<file path="src/rtl/core/cpq_pkg.sv">
// Shared types, constants and request codes for the chord pitch quantizer.
`default_nettype none
package cpq_pkg;
  localparam int MaxNotes  = 16;
  localparam int FracBits  = 16;
  localparam int AddrW     = $clog2(MaxNotes);
  localparam int SizeW     = $clog2(MaxNotes + 1);
  localparam int VoltW     = 21;
  localparam int OutW      = 22;
  localparam int CfgIdxW   = 2;
  localparam int CfgDataW  = 8;
  localparam int WideW     = 26;

  typedef enum logic [1:0] {
    REQ_BEGIN = 2'd0,
    REQ_ADD   = 2'd1,
    REQ_QUANT = 2'd2,
    REQ_NONE  = 2'd3
  } req_t;

  localparam logic [CfgIdxW-1:0] CFG_MODE  = 2'd0;
  localparam logic [CfgIdxW-1:0] CFG_SHIFT = 2'd1;
  localparam logic [CfgIdxW-1:0] CFG_TOL   = 2'd2;

  localparam logic [1:0] MODE_BELOW   = 2'd0;
  localparam logic [1:0] MODE_CL_DOWN = 2'd1;
  localparam logic [1:0] MODE_UP      = 2'd2;
  localparam logic [1:0] MODE_CL_UP   = 2'd3;
endpackage
`default_nettype wire

</file>
<file path="src/rtl/core/cpq_if.sv">
// Valid/ready channel interfaces for request and result beats.
`default_nettype none
interface cpq_in_if;
  import cpq_pkg::*;
  logic                    valid;
  logic                    ready;
  logic [1:0]              req_type;
  logic signed [VoltW-1:0] voltage;
  modport source (output valid, req_type, voltage, input ready);
  modport sink   (input valid, req_type, voltage, output ready);
endinterface

interface cpq_out_if;
  import cpq_pkg::*;
  logic                   valid;
  logic                   ready;
  logic signed [OutW-1:0] quantized_voltage;
  modport source (output valid, quantized_voltage, input ready);
  modport sink   (input valid, quantized_voltage, output ready);
endinterface
`default_nettype wire

</file>
<file path="src/rtl/core/chord_pitch_quantizer.sv">
// Top level of the chord pitch quantizer: sequencer, note memory and output register.
`default_nettype none
// One request beat at a time. Begin and unknown requests are handled in idle. Add
// scans the sorted note memory from the top, one entry a cycle, shifting larger
// entries up to open a slot. Quantize reads the last list entry, then walks the
// list (ascending for down modes, descending for up modes) with the two wrapped
// pads one entry a cycle, then adds octave and shift (an empty chord counts as
// the single note C); the closest modes stop early once the distance grows. The
// single note memory port is why each scan takes one entry at a time. The output
// register frees the sequencer while a result waits, until the next result is
// due.
module chord_pitch_quantizer
  import cpq_pkg::*;
(
  input  wire logic                clk,
  input  wire logic                rst_n,
  cpq_in_if.sink                   in_ch,
  cpq_out_if.source                out_ch,
  input  wire logic                cfg_we,
  input  wire logic [CfgIdxW-1:0]  cfg_idx,
  input  wire logic [CfgDataW-1:0] cfg_data
);
  typedef enum logic [6:0] {
    ST_IDLE  = 7'b0000001,
    ST_ADDRD = 7'b0000010,
    ST_ADDWR = 7'b0000100,
    ST_QREAD = 7'b0001000,
    ST_QSCAN = 7'b0010000,
    ST_QSUM  = 7'b0100000,
    ST_QOUT  = 7'b1000000
  } state_t;

  state_t state_r, state_nxt;

  // configuration
  logic [1:0]        mode_r;
  logic signed [3:0] shift_r;
  logic [7:0]        tol_r;
  always_ff @(posedge clk) begin
    if (!rst_n) begin
      mode_r <= MODE_CL_DOWN; shift_r <= '0; tol_r <= 8'd7;
    end else if (cfg_we) begin
      unique case (cfg_idx)
        CFG_MODE:  mode_r  <= cfg_data[1:0];
        CFG_SHIFT: shift_r <= cfg_data[3:0];
        CFG_TOL:   tol_r   <= cfg_data;
        default: ;
      endcase
    end
  end

  // note memory, one read-modify-write port
  logic [FracBits-1:0] mem [MaxNotes];
  logic [FracBits-1:0] rd_q;
  logic [AddrW-1:0]    rd_addr, wr_addr;
  logic [FracBits-1:0] wr_data;
  logic                wr_en;
  always_ff @(posedge clk) begin
    if (wr_en) mem[wr_addr] <= wr_data;
    rd_q <= mem[rd_addr];
  end

  logic [SizeW-1:0]     size_r;
  logic [FracBits-1:0]  note_r;    // new note or quantize fraction
  logic signed [VoltW-1:0] base_r; // voltage minus fraction
  logic [SizeW-1:0]     k_r;       // scan position
  logic                 down_r;

  // list entries are held as signed 18 bit values (pads reach +-1 volt)
  localparam int LW = FracBits + 2;
  logic signed [LW-1:0] first_r, last_r, prev_r, pick_r, cur;
  logic signed [LW+1:0] diff_r;
  logic                 done_r;
  logic [SizeW:0]       idx_r;     // list index being judged, 0..n+1
  logic [SizeW:0]       n_r;

  logic                 ovalid_r;
  logic signed [OutW-1:0] oval_r;
  logic signed [WideW-1:0] sum_r;

  assign in_ch.ready = (state_r == ST_IDLE);
  assign out_ch.valid = ovalid_r;
  assign out_ch.quantized_voltage = oval_r;

  wire acc = in_ch.valid && in_ch.ready;

  // memory address for the list entry at list index j (1..n)
  function automatic logic [AddrW-1:0] addr_of(input logic [SizeW:0] j,
      input logic [SizeW:0] n, input logic dn);
    logic [SizeW:0] a;
    a = dn ? (j - 1'b1) : (n - j);
    return a[AddrW-1:0];
  endfunction

  logic signed [LW-1:0] one_v;
  assign one_v = LW'(1) <<< FracBits;

  // next list index; the scan addresses it so its data lands on rd_q in time
  logic [SizeW:0] nxt_idx;
  always_comb nxt_idx = idx_r + 1'b1;

  // current list entry in scan: index idx_r, from memory or pad
  always_comb begin
    if (idx_r == '0) cur = down_r ? last_r - one_v : last_r + one_v;
    else if (idx_r == n_r + 1'b1) cur = down_r ? first_r + one_v : first_r - one_v;
    else if (size_r == '0) cur = '0;
    else cur = $signed({2'b00, rd_q});
  end

  logic signed [LW+1:0] t_cur, pdiff;
  logic signed [LW+1:0] tol_s;
  assign tol_s = $signed({{(LW-6){1'b0}}, tol_r});
  assign pdiff = (LW+2)'(cur) - (LW+2)'($signed({2'b00, note_r}));
  assign t_cur = pdiff < 0 ? -pdiff : pdiff;
  logic signed [LW+1:0] dd;
  assign dd = (t_cur - diff_r) < 0 ? diff_r - t_cur : t_cur - diff_r;

  always_comb begin
    state_nxt = state_r;
    rd_addr = '0; wr_en = 1'b0; wr_addr = '0; wr_data = note_r;
    unique case (state_r)
      ST_IDLE: begin
        rd_addr = AddrW'(size_r - 1'b1);
        if (acc) begin
          unique case (in_ch.req_type)
            REQ_ADD:   state_nxt = (size_r >= SizeW'(MaxNotes)) ? ST_IDLE
                                   : (size_r == '0 ? ST_ADDWR : ST_ADDRD);
            REQ_QUANT: state_nxt = ST_QREAD;
            default:   state_nxt = ST_IDLE;
          endcase
        end
      end
      // rd_q holds entry k_r-1; shift it up if greater than the note
      ST_ADDRD: begin
        if (rd_q > note_r) begin
          wr_en = 1'b1; wr_addr = AddrW'(k_r); wr_data = rd_q;
          if (k_r == SizeW'(1)) state_nxt = ST_ADDWR;
          rd_addr = AddrW'(k_r - 2'd2);
        end else begin
          state_nxt = ST_ADDWR;
        end
      end
      ST_ADDWR: begin
        wr_en = 1'b1; wr_addr = AddrW'(k_r);
        state_nxt = ST_IDLE;
      end
      // fetch the last list entry for the pad at list index 0
      ST_QREAD: begin
        if (k_r == '0) begin
          rd_addr = addr_of(n_r, n_r, down_r);
        end else begin
          state_nxt = ST_QSCAN;
        end
      end
      ST_QSCAN: begin
        rd_addr = addr_of(nxt_idx, n_r, down_r);
        if (done_r) state_nxt = ST_QSUM;
      end
      ST_QSUM: state_nxt = ST_QOUT;
      ST_QOUT: if (!ovalid_r || out_ch.ready) state_nxt = ST_IDLE;
      default: state_nxt = ST_IDLE;
    endcase
  end

  always_ff @(posedge clk) begin
    if (!rst_n) begin
      state_r <= ST_IDLE; size_r <= '0; ovalid_r <= 1'b0;
    end else begin
      state_r <= state_nxt;
      if (ovalid_r && out_ch.ready) ovalid_r <= 1'b0;
      if (state_r == ST_QOUT && state_nxt == ST_IDLE) ovalid_r <= 1'b1;
      if (acc && in_ch.req_type == REQ_BEGIN) size_r <= '0;
      if (state_r == ST_ADDWR) size_r <= size_r + 1'b1;
    end
  end

  // datapath
  logic signed [WideW-1:0] r_s;
  always_comb begin
    r_s = WideW'(base_r) + WideW'(pick_r)
        + (WideW'(shift_r) <<< FracBits);
  end

  always_ff @(posedge clk) begin
    unique case (state_r)
      ST_IDLE: if (acc) begin
        note_r <= in_ch.voltage[FracBits-1:0];
        base_r <= in_ch.voltage & ~VoltW'((1 << FracBits) - 1);
        k_r    <= in_ch.req_type == REQ_QUANT ? '0 : size_r;
        down_r <= (mode_r == MODE_BELOW) || (mode_r == MODE_CL_DOWN);
        n_r    <= size_r == '0 ? (SizeW+1)'(1) : (SizeW+1)'(size_r);
      end
      ST_ADDRD: if (rd_q > note_r) k_r <= k_r - 1'b1;
      ST_QREAD: begin
        k_r <= k_r + 1'b1;
        if (k_r == SizeW'(1))
          last_r <= size_r == '0 ? '0 : $signed({2'b00, rd_q});
        idx_r <= '0; done_r <= 1'b0; prev_r <= '0;
      end
      ST_QSCAN: begin
        if (idx_r == (SizeW+1)'(1))
          first_r <= cur;
        if (!done_r) begin
          prev_r <= cur;
          idx_r  <= nxt_idx;
          if (mode_r[0]) begin
            if (idx_r == '0) begin
              diff_r <= t_cur; pick_r <= cur;
            end else if ((dd < tol_s && cur != prev_r) || t_cur > diff_r) begin
              done_r <= 1'b1;
            end else begin
              diff_r <= t_cur; pick_r <= cur;
            end
          end else begin
            // keep last qualifying entry; a highest-first search picks the max index
            if (mode_r == MODE_UP ? (pdiff > tol_s) : (pdiff < tol_s))
              pick_r <= cur;
            else if (idx_r == '0) pick_r <= cur;
          end
          if (idx_r == n_r + 1'b1) done_r <= 1'b1;
        end
      end
      ST_QSUM: sum_r <= r_s;
      default: ;
    endcase
    if (state_r == ST_QOUT && state_nxt == ST_IDLE) begin
      if (sum_r > WideW'(20 * (1 << FracBits) - 1))
        oval_r <= OutW'(20 * (1 << FracBits) - 1);
      else if (sum_r < -WideW'(20 * (1 << FracBits)))
        oval_r <= -OutW'(20 * (1 << FracBits));
      else oval_r <= sum_r[OutW-1:0];
    end
  end
endmodule
`default_nettype wire

</file>
<file path="src/flat_wrapper.sv">
// flat-port wrapper written by rule: the top's interface ports become plain ports
module chord_pitch_quantizer_flat import cpq_pkg::*;
  (clk, rst_n, cfg_we, cfg_idx, cfg_data, in_ch_valid, in_ch_req_type, in_ch_voltage, in_ch_ready, out_ch_valid, out_ch_quantized_voltage, out_ch_ready);
  cpq_in_if in_ch_i ();
  cpq_out_if out_ch_i ();
  input  wire logic clk;
  input  wire logic rst_n;
  input  wire logic cfg_we;
  input  wire logic [CfgIdxW-1:0] cfg_idx;
  input  wire logic [CfgDataW-1:0] cfg_data;
  input wire logic [$bits(in_ch_i.valid)-1:0] in_ch_valid;
  input wire logic [$bits(in_ch_i.req_type)-1:0] in_ch_req_type;
  input wire logic [$bits(in_ch_i.voltage)-1:0] in_ch_voltage;
  output wire logic [$bits(in_ch_i.ready)-1:0] in_ch_ready;
  output wire logic [$bits(out_ch_i.valid)-1:0] out_ch_valid;
  output wire logic [$bits(out_ch_i.quantized_voltage)-1:0] out_ch_quantized_voltage;
  input wire logic [$bits(out_ch_i.ready)-1:0] out_ch_ready;
  assign in_ch_i.valid = in_ch_valid;
  assign in_ch_i.req_type = in_ch_req_type;
  assign in_ch_i.voltage = in_ch_voltage;
  assign in_ch_ready = in_ch_i.ready;
  assign out_ch_valid = out_ch_i.valid;
  assign out_ch_quantized_voltage = out_ch_i.quantized_voltage;
  assign out_ch_i.ready = out_ch_ready;
  chord_pitch_quantizer u_core (.clk(clk), .rst_n(rst_n), .in_ch(in_ch_i), .out_ch(out_ch_i), .cfg_we(cfg_we), .cfg_idx(cfg_idx), .cfg_data(cfg_data));
endmodule
</file>
<file path="config.mk">
export PLATFORM = sky130hd
export DESIGN_NAME = chord_pitch_quantizer_flat
export DESIGN_NICKNAME = d
export VERILOG_FILES = /design/src/rtl/core/cpq_pkg.sv /design/src/rtl/core/cpq_if.sv /design/src/rtl/core/chord_pitch_quantizer.sv /design/src/flat_wrapper.sv
export SDC_FILE = /design/constraint.sdc
export NUM_CORES = 1
export LEC_CHECK = 0
export BUFFER_PORTS_ARGS = -buffer_cell sky130_fd_sc_hd__buf_4
export CELL_PAD_IN_SITES_DETAIL_PLACEMENT = 0
export CELL_PAD_IN_SITES_GLOBAL_PLACEMENT = 2
export CORE_ASPECT_RATIO = 0.8
export CORE_MARGIN = 2
export CORE_UTILIZATION = 40
export DETAILED_ROUTE_END_ITERATION = 16
export MAX_ROUTING_LAYER = met4
export PLACE_DENSITY = 0.84
export SLEW_MARGIN = 10
export SYNTH_ARGS = -nofsm -noshare
export SYNTH_HDL_FRONTEND = slang
export SYNTH_SLANG_ARGS = --single-unit
</file>
<file path="constraint.sdc">
create_clock -name clk -period 30.7 [get_ports clk]
set_input_delay 1.535 -clock clk [delete_from_list [all_inputs] [get_ports clk]]
set_output_delay 1.535 -clock clk [all_outputs]
set_load 0.03 [all_outputs]
</file>
-- Word level (Yosys, flattened, before mapping)
Memories as Yosys holds them, arrays and structs flattened. A register that Yosys moved wholly into a read port is not among the register bits.
Cells that the tools add are included.
- add/sub/neg operators: 22
- $lt $le $gt $ge: 10
- equal/unequal tests: 23
- muxes and demuxes: 57
- bitwise logic cells: 1
- reductions and logical operators: 30
- operators by type and width (cell ; count):
    18-bit 2-to-1 mux ; 10
    20-bit 2-to-1 mux ; 4
    7-bit 2-to-1 mux ; 7
    16-bit 2-to-1 mux ; 3
    7-bit one-hot mux with 6 select lines ; 1
    20-bit subtractor ; 2
    18-bit adder (second input constant) ; 2
    18-bit one-hot mux with 2 select lines ; 1
    18-bit subtractor (second input constant) ; 2
    32-bit by 1-bit < comparator with 1-bit output (second input constant) ; 1
    26-bit by 22-bit > comparator with 1-bit output (second input constant) ; 1
    26-bit by 22-bit < comparator with 1-bit output (second input constant) ; 1
    5-bit 2-to-1 mux ; 5
    22-bit by 20-bit adder with 23-bit output ; 1
    21-bit by 18-bit adder with 22-bit output ; 1
    22-bit 2-to-1 mux ; 1
    20-bit by 20-bit subtractor with 21-bit output ; 1
    20-bit > comparator ; 1
    20-bit by 9-bit < comparator with 1-bit output ; 1
    4-bit 2-to-1 mux ; 5
    19-bit negator with 20-bit output ; 1
    19-bit by 9-bit > comparator with 1-bit output ; 1
    19-bit by 1-bit < comparator with 1-bit output (second input constant) ; 1
    19-bit by 9-bit < comparator with 1-bit output ; 1
    other kinds (47) ; 88
- register bits: 206
- memory bits (writable): 256
- input port bits: 38
- output and inout bits: 24
- logic and storage cells: 164
- memories kept: 1
- memories (name ; depth ; bits a word ; rd ports ; clocked after Yosys merged registers in ; write ports ; line ; source):
    u_core.mem ; 16 ; 16 ; 1 ; 1 ; 1 ; chord_pitch_quantizer.sv:53 ; logic [FracBits-1:0] mem [MaxNotes];

-- Longest topological paths before layout
Gate-level depths: netlist of run 1.
- depth after elaboration: 19
- mapped depth: 46
- mapped depth without buffers: 41

-- Worst setup path after synthesis of run 1
OpenSTA, ideal clock, no wires.
- kind: reg2reg
- from: register u_core.n_r[1]
- to: register u_core.diff_r[0], enable pin
- setup time: 0.427 ns
- arrival: 9.409 ns
- data required time: 30.273 ns
- setup slack: 20.864 ns
- cell stages (with the launch flop): 42
- buffers on the path: 5
- clock period less this slack: 9.836 ns
- cell sequence: edfxtp_1 > ha_1 > nand2b_1 > and3b_4 > a211oi_2 > nor2_1 > a311oi_2 > ha_1 > inv_1 > fa_1 > a211oi_1 > o21bai_1 > o41ai_4 > a21oi_1 > a211o_1 > or2_1 > and2_1 > buf_6 > [... 6 more ...] > o21ai_1 > a22oi_1 > o21ai_2 > buf_4 > buf_2 > a211oi_1 > a21oi_1 > xor2_1 > ha_1 > o2111ai_1 > o21ai_0 > a21o_1 > a21oi_1 > nand4_1 > nor4_1 > nand3_1 > a211oi_2 > nor3b_1
- cells in the longest elaborated chain, start to end: 15
- elaborated cells between the ends (all ways): 20
- those cells by class: add/sub: 6; order compare: 4; eq/ne: 3; mux: 4; reduce/logical: 3
- ends and longest elaborated chain (element ; line ; source):
    start: declaration ; chord_pitch_quantizer.sv:75 ; logic [SizeW:0] n_r;
    start signal: assignment ; chord_pitch_quantizer.sv:191 ; n_r <= size_r == '0 ? (SizeW+1)'(1) : (SizeW+1)'(size_r);
    5-bit by 1-bit adder with 6-bit output * ; chord_pitch_quantizer.sv:105 ; else if (idx_r == n_r + 1'b1) cur = down_r ? first_r + one_v : first_r - one_v;
    6-bit == test * ; chord_pitch_quantizer.sv:105 ;
    18-bit 2-to-1 mux * ; chord_pitch_quantizer.sv:105 ;
    18-bit 2-to-1 mux * ; chord_pitch_quantizer.sv:104 ; if (idx_r == '0) cur = down_r ? last_r - one_v : last_r + one_v;
    18-bit by 17-bit subtractor with 19-bit output * ; chord_pitch_quantizer.sv:113 ; assign pdiff = (LW+2)'(cur) - (LW+2)'($signed({2'b00, note_r}));
    19-bit negator with 20-bit output or 19-bit by 1-bit < comparator with 1-bit output (tied branches) ; chord_pitch_quantizer.sv:114 ; assign t_cur = pdiff < 0 ? -pdiff : pdiff;
    20-bit 2-to-1 mux * ; chord_pitch_quantizer.sv:114 ;
    named net u_core.t_cur[13] ; chord_pitch_quantizer.sv:110 ; logic signed [LW+1:0] t_cur, pdiff;
    20-bit by 20-bit subtractor with 21-bit output ; chord_pitch_quantizer.sv:116 ; assign dd = (t_cur - diff_r) < 0 ? diff_r - t_cur : t_cur - diff_r;
    32-bit by 1-bit < comparator with 1-bit output ; chord_pitch_quantizer.sv:116 ;
    20-bit 2-to-1 mux ; chord_pitch_quantizer.sv:116 ;
    20-bit by 9-bit < comparator with 1-bit output ; chord_pitch_quantizer.sv:209 ; end else if ((dd < tol_s && cur != prev_r) || t_cur > diff_r) begin
    1-bit logical AND ; chord_pitch_quantizer.sv:209 ;
    1-bit logical OR * ; chord_pitch_quantizer.sv:209 ;
    2-bit by 1-bit inequality test with 1-bit output (no line) * ; n/a ;
    4-bit AND reduction (no line) * ; n/a ;
    end signal: assignment ; chord_pitch_quantizer.sv:208 ; diff_r <= t_cur; pick_r <= cur;
    end signal: assignment ; chord_pitch_quantizer.sv:212 ; diff_r <= t_cur; pick_r <= cur;
    end: declaration ; chord_pitch_quantizer.sv:72 ; logic signed [LW+1:0] diff_r;
Mark *: on every way through the listed nets, which the timed path passes. The rest lies on a longest branch.
A chain may end at the register's enable or synchronous reset.

-- Worst setup path in the final report of run 1
- from: register u_core.idx_r[4]
- to: register u_core.pick_r[17], enable pin
- cells in the longest elaborated chain, start to end: 14
- elaborated cells between the ends (all ways): 24
- those cells by class: add/sub: 5; order compare: 6; eq/ne: 3; mux: 5; reduce/logical: 5
- ends and longest elaborated chain (element ; line ; source):
    start: declaration ; chord_pitch_quantizer.sv:74 ; logic [SizeW:0] idx_r;
    start signal: assignment ; chord_pitch_quantizer.sv:205 ; idx_r <= nxt_idx;
    6-bit == test ; chord_pitch_quantizer.sv:105 ;
    18-bit 2-to-1 mux ; chord_pitch_quantizer.sv:105 ;
    18-bit 2-to-1 mux * ; chord_pitch_quantizer.sv:104 ;
    18-bit by 17-bit subtractor with 19-bit output * ; chord_pitch_quantizer.sv:113 ;
    19-bit negator with 20-bit output or 19-bit by 1-bit < comparator with 1-bit output (tied branches) ; chord_pitch_quantizer.sv:114 ;
    20-bit 2-to-1 mux * ; chord_pitch_quantizer.sv:114 ;
    named net u_core.t_cur[3] ; chord_pitch_quantizer.sv:110 ;
    20-bit by 20-bit subtractor with 21-bit output ; chord_pitch_quantizer.sv:116 ;
    32-bit by 1-bit < comparator with 1-bit output ; chord_pitch_quantizer.sv:116 ;
    20-bit 2-to-1 mux ; chord_pitch_quantizer.sv:116 ;
    20-bit by 9-bit < comparator with 1-bit output ; chord_pitch_quantizer.sv:209 ;
    1-bit logical AND ; chord_pitch_quantizer.sv:209 ;
    1-bit logical OR * ; chord_pitch_quantizer.sv:209 ;
    3-bit inequality test (no line) * ; n/a ;
    4-bit AND reduction (no line) * ; n/a ;
    end signal: assignment ; chord_pitch_quantizer.sv:208 ;
    end signal: assignment ; chord_pitch_quantizer.sv:212 ;
    end signal: assignment ; chord_pitch_quantizer.sv:217 ; pick_r <= cur;
    end: declaration ; chord_pitch_quantizer.sv:71 ; logic signed [LW-1:0] first_r, last_r, prev_r, pick_r, cur;
Marks and branches as above.

==> reports/results.ini, run 1 <==
[global_route]
overflow=0
first_global_vias=14835
grt_pass1_wl_um=89500
grt_usage_pct=19.4
antenna_found_initial=1
grt_max_degree=83

[clocking]
numCtsBuffers=50
htreeDepth=2
cts_tree=built
cts_max_path_buffers=3
cts.clk_slew.worst_paths_ps=60
post_cts_buffers=0
cts_resized=0
hold_buffers=0
clkSinkCount=473
clock-root-buffer=clkbuf_16
clkLatencyLatePin_ps=620

[setup_path]
cp_common_cell=a21oi_1
end_kind=register
arrival_ps=11110
critPathLaunchType=register
path_class=reg2reg
cpPeakStageDelay_ps=750
required_ps=31040
crit_fanout=25
crit_slowest_cell=and2_1
r2r_slack_ps=19920

[yosys]
synthArstFlopShare_pct=0
synth_warnings=0
synth_cell_types=92
syn_inst=1949
synth-seq-cells=473
synth-edff-count=430
synth-seq-area-share_pct=57.7
synthFlopType=edfxtp_1
avgSynthCellArea_sq_um=12.2
synth_area_sq_mm=0.0239

[detailed_routing]
antenna_left=0
route.detailed.drc=0
wl_um=58900
vias=15525
wire_per_inst_um=20.7
drt_first_pass_iters=5
drt_iter0_drc=1388
vias_per_cell=5.46

[floorplan]
ios=62
core_sq_mm=0.0594
start_util_pct=40.2
die_h_um=222
fp-row-count=80
fp.dieW_um=277
die_area_sq_mm=0.0616

[final_layout]
antenna_cells=0
areaGrowthSynthToFinish_pct=13.3
fill_cells=5377
final_net_count=2183
drive_above_1_share_pct=13.8
postLayoutCellArea_sq_mm=0.0270
utilization_pct=45.6

[placement]
gp_congestion=0.910
dp_hpwl_um=40600
port_buffers=61
placed_cell_area_sq_mm=0.0253

[run]
maxCapViolCount=0

[pwr]
power_density_mw_per_mm2=58.2
leakage_nw=10.3
peakVddDrop_mv=0.0445

[timing]
fmax_ghz=0.0928
rsz0062_at_grt=false
tns_ps=0
maxSlewHeadroom_pct=22.5
report.final.setup_viol=0
final_max_slew_viol_count=0
worst_pin_slew_ps=1160
min_period_ps=10780
finalCritPeriodShare_pct=35.1
hold_viol=0
clock_skew_ps=54.3

[run_status]
outcome=finished clean

[hold_path]
hold_path.class=reg2reg

path summary, 6_finish.rpt:
path | from | end | cells past startpoint
setup / recovery | u_core.idx_r[4] | u_core.pick_r[17] | 38
hold / removal | u_core.pick_r[14] | u_core.sum_r[14] | 0
setup reg to reg | u_core.idx_r[4] | u_core.pick_r[17] | 38
hold reg to reg | u_core.pick_r[14] | u_core.sum_r[14] | 0
stage by stage:
step	worst slack [ps]	power [W]	hold WS, ps	cells
6_report	19920	0.00157	419	2842
5_1_grt	18970	0.00164	428	2842
4_1_cts	19990	0.00158	420	2842
3_5_place_dp	20070	0.000963	405	2749
3_3_place_gp	20310	0.000961	417	2749
2_1_floorplan	20860	0.000894	400	1952
cells in the final DEF, fill, tap and decap left out, types with 19 or more instances in the layout:
cell,netlist,routed
a21o_1,19,19
xor2_1,34,34
mux2_2,49,49
o21a_1,30,30
nand4_1,26,26
ha_1,113,113
nand3_1,27,27
and2_1,34,35
inv_1,118,118
dfxtp_1,43,43
xnor2_1,48,48
a21oi_1,116,116
clkbuf_16,0,50
nor2_1,138,126
o21ai_0,69,68
buf_4,2,112
mux2i_1,124,124
edfxtp_1,430,430
nor3_1,26,22
o211ai_1,33,33
nand2_1,126,126
layer usage:
layer	part of all wire (%)	wire, um	global-route usage [%]
met5	0	0	-
met4	1.8	1050	4.23
met3	7.2	4270	3.86
met2	41	24200	26.7
met1	50	29400	29.4
flip-flops by register name, indices dropped and copies added, names as in the netlist:
signal / count
u_core.size_r: 5
u_core.first_r: 18
u_core.idx_r: 6
u_core.pick_r: 18
u_core.shift_r: 4
u_core.out_ch.valid: 1
u_core.out_ch.quantized_voltage: 22
u_core.prev_r: 18
u_core.last_r: 16
u_core.sum_r: 23
u_core.k_r: 5
u_core.note_r: 16
u_core.n_r: 5
u_core.diff_r: 20
u_core.down_r: 1
u_core.mode_r: 2
u_core.mem: 256
u_core.state_r: 7
u_core.rd_q: 16
u_core.base_r: 5
u_core.done_r: 1
u_core.tol_r: 8
cell usage after synthesis, types with 16 or more instances:
| master | instances | area, sq um |
|---|---|---|
| a211oi_1 | 17 | 128 |
| a21o_1 | 19 | 143 |
| a21oi_1 | 116 | 581 |
| and2_1 | 34 | 213 |
| buf_2 | 25 | 125 |
| clkbuf_1 | 56 | 210 |
| dfxtp_1 | 43 | 861 |
| edfxtp_1 | 430 | 12900 |
| ha_1 | 113 | 1410 |
| inv_1 | 118 | 443 |
| mux2_2 | 49 | 552 |
| mux2i_1 | 124 | 1240 |
| nand2_1 | 126 | 473 |
| nand3_1 | 27 | 135 |
| nand4_1 | 26 | 163 |
| nor2_1 | 138 | 518 |
| nor2b_1 | 16 | 100 |
| nor3_1 | 26 | 130 |
| o211ai_1 | 33 | 248 |
| o21a_1 | 30 | 225 |
| o21ai_0 | 69 | 345 |
| o21ai_1 | 17 | 85.1 |
| xnor2_1 | 48 | 420 |
| xor2_1 | 34 | 298 |
worst max-delay path, delay by kind of cell (launching register included):
family                     cells  cell delay, ps
adders and majority gates      4            1330
AOI/OAI and AO/OA             19            4550
xor gates and xnor gates       2             430
buffers and inverters          3             560
DFF                            1             460
and+or+nand+nor               10            3130
final cells by class:
type | instances | area (sq um) | share of cell area [%]
Sequential cell | 473 | 13800 | 50.9
Multi-Input combinational cell | 1264 | 9300 | 34.4
Clock buffer | 69 | 1380 | 5.11
Tap cell | 779 | 975 | 3.60
Timing Repair Buffer | 112 | 841 | 3.11
Inverter | 121 | 454 | 1.68
Clock inverter | 24 | 315 | 1.17
cells by family after synthesis:
kind of cell / synth area share, %
flip-flops: 57.7
AND/OR/NAND/NOR: 9.47
AO/OA/AOI/OAI: 11.4
buffers and inverters: 3.70
multiplexers: 7.76
adder cells (fa/ha/maj): 6.76
XOR/XNOR: 3.15
other: 0.0315
power breakdown:
group / switching [W] / leakage (nW) / total, W / internal [W]
Combinational: 0.000131 / 5.26 / 0.000216 / 0.0000848
Clock: 0.000261 / 0.801 / 0.000622 / 0.000361
Sequential: 0.0000201 / 4.20 / 0.000737 / 0.000717
Note: power is estimated with default switching activity, not from simulation.
==> run 2: changes to the inputs <==
clock period = 10.15 ns   (was 30.7 ns; I/O delays follow)
==> reports/results.ini, run 2 (synthesized netlist as in run 1, its figures left out) <==
[timing]
worst_pin_slew_ps=1230
hold_viol=0
min_period_ps=9430
finalCritPeriodShare_pct=92.9
final_max_slew_viol_count=0
fmax_ghz=0.106
maxSlewHeadroom_pct=18.0
clock_skew_ps=40.2
report.final.setup_viol=0
hold-worst-slack_ps=70.7

[pwr]
leakage_nw=10.4
power_density_mw_per_mm2=173
peakVddDrop_mv=0.144
finalPower_w=0.00471

[final_layout]
multi_input_area_sq_mm=0.00937
drive_above_1_share_pct=15.1
most-common-layout-cells=430 x edfxtp_1, 133 x buf_4, 126 x nor2_1, 126 x nand2_1, 124 x mux2i_1
largest_register_ffs=256
final_net_count=2205
top_register=u_core.mem
utilization_pct=45.9
fill_cells=5322
mostFrequentLayoutCell=edfxtp_1
seqCellArea_sq_mm=0.0138
areaGrowthSynthToFinish_pct=14.0

[placement]
port_buffers=61
dp_hpwl_um=40800
gp_congestion=0.872

[floorplan]
start_util_pct=40.2
die_area_sq_mm=0.0616
fp.dieW_um=277
ios=62
fp-row-count=80
core_sq_mm=0.0594
die_h_um=222

[setup_path]
arrival_ps=9760
critPathLaunchType=register
required_ps=10480
crit_fanout=18
cp_common_cell=a21oi_1
end_kind=register
path_class=reg2reg
crit_slowest_cell=edfxtp_1
cpPeakStageDelay_ps=450

[detailed_routing]
vias=15664
wire_per_inst_um=20.6
drt_first_pass_iters=5
drt_iter0_drc=1507
antenna_left=0
route.detailed.drc=0
vias_per_cell=5.47
wl_um=59200

[global_route]
overflow=0
grt_usage_pct=19.7
grt_max_degree=129
antenna_found_initial=1
grt_pass1_wl_um=91100
first_global_vias=15217

[clocking]
clock-root-buffer=clkbuf_16
htreeDepth=2
cts.clk_slew.worst_paths_ps=70
cts_tree=built
cts_max_path_buffers=3
hold_buffers=0
numCtsBuffers=49
clkSinkCount=473
clkLatencyLatePin_ps=610

[hold_path]
hold_path.class=in2reg

[run]
maxCapViolCount=0

[run_status]
outcome=finished clean

run 2: cell type report:
type                            instances  area share [%]
Clock inverter                         26            1.16
Inverter                              121            1.67
Tap cell                              779            3.58
Timing Repair Buffer                  135            3.78
Multi-Input combinational cell       1264            34.4
Clock buffer                           66            4.78
Antenna cell                            1         0.00919
Sequential cell                       473            50.6
run 2: worst paths after layout:
check                          from                 to  slack, ps  depth (start not counted)
setup / recovery      u_core.n_r[1]   u_core.pick_r[3]        720                         39
hold reg to reg    u_core.pick_r[3]    u_core.sum_r[3]        420                          0
hold / removal    in_ch_voltage[11]  u_core.note_r[11]         70                          1
setup reg to reg      u_core.n_r[1]   u_core.pick_r[3]        720                         39
run 2: layer usage:
metal | part of all wire [%] | vias up | global-route usage, %
li1 | - | 7393 | -
met1 | 50 | 7740 | 29.9
met2 | 42 | 457 | 27.6
met3 | 6.5 | 74 | 3.07
met4 | 1.7 | 0 | 4.38
met5 | 0 | - | -
run 2: report_power, final:
part | switching, W | internal [W]
sequential | 0.0000626 | 0.00217
combinational | 0.000399 | 0.000263
clock | 0.000778 | 0.00104
total | 0.00124 | 0.00347
run 2: metrics by stage:
stage | worst slack (ps) | std cells | TNS, ps | area, sq um
floorplan | 314 | 1952 | 0 | 23900
global placement | 538 | 2766 | 0 | 25500
detailed placement | 272 | 2766 | 0 | 25500
CTS | 233 | 2858 | 0 | 27100
global route | -17.8 | 2864 | -233 | 27200
finish | 717 | 2865 | 0 | 27200
run 2: critical path, delay by kind of cell, from the launching register on:
kind / cells / cell delay, ps
DFF: 1 / 450
adders and majority gates: 5 / 1670
buffers and inverters: 4 / 590
xor gates and xnor gates: 3 / 530
AOI/OAI and AO/OA: 20 / 4330
and+or+nand+nor: 7 / 1570
run 2: timing repair:
item                                    4_1_cts  5_1_grt
gates resized for setup                       0       18
endpoints found under the setup margin        0       39
buffers inserted                              0        6
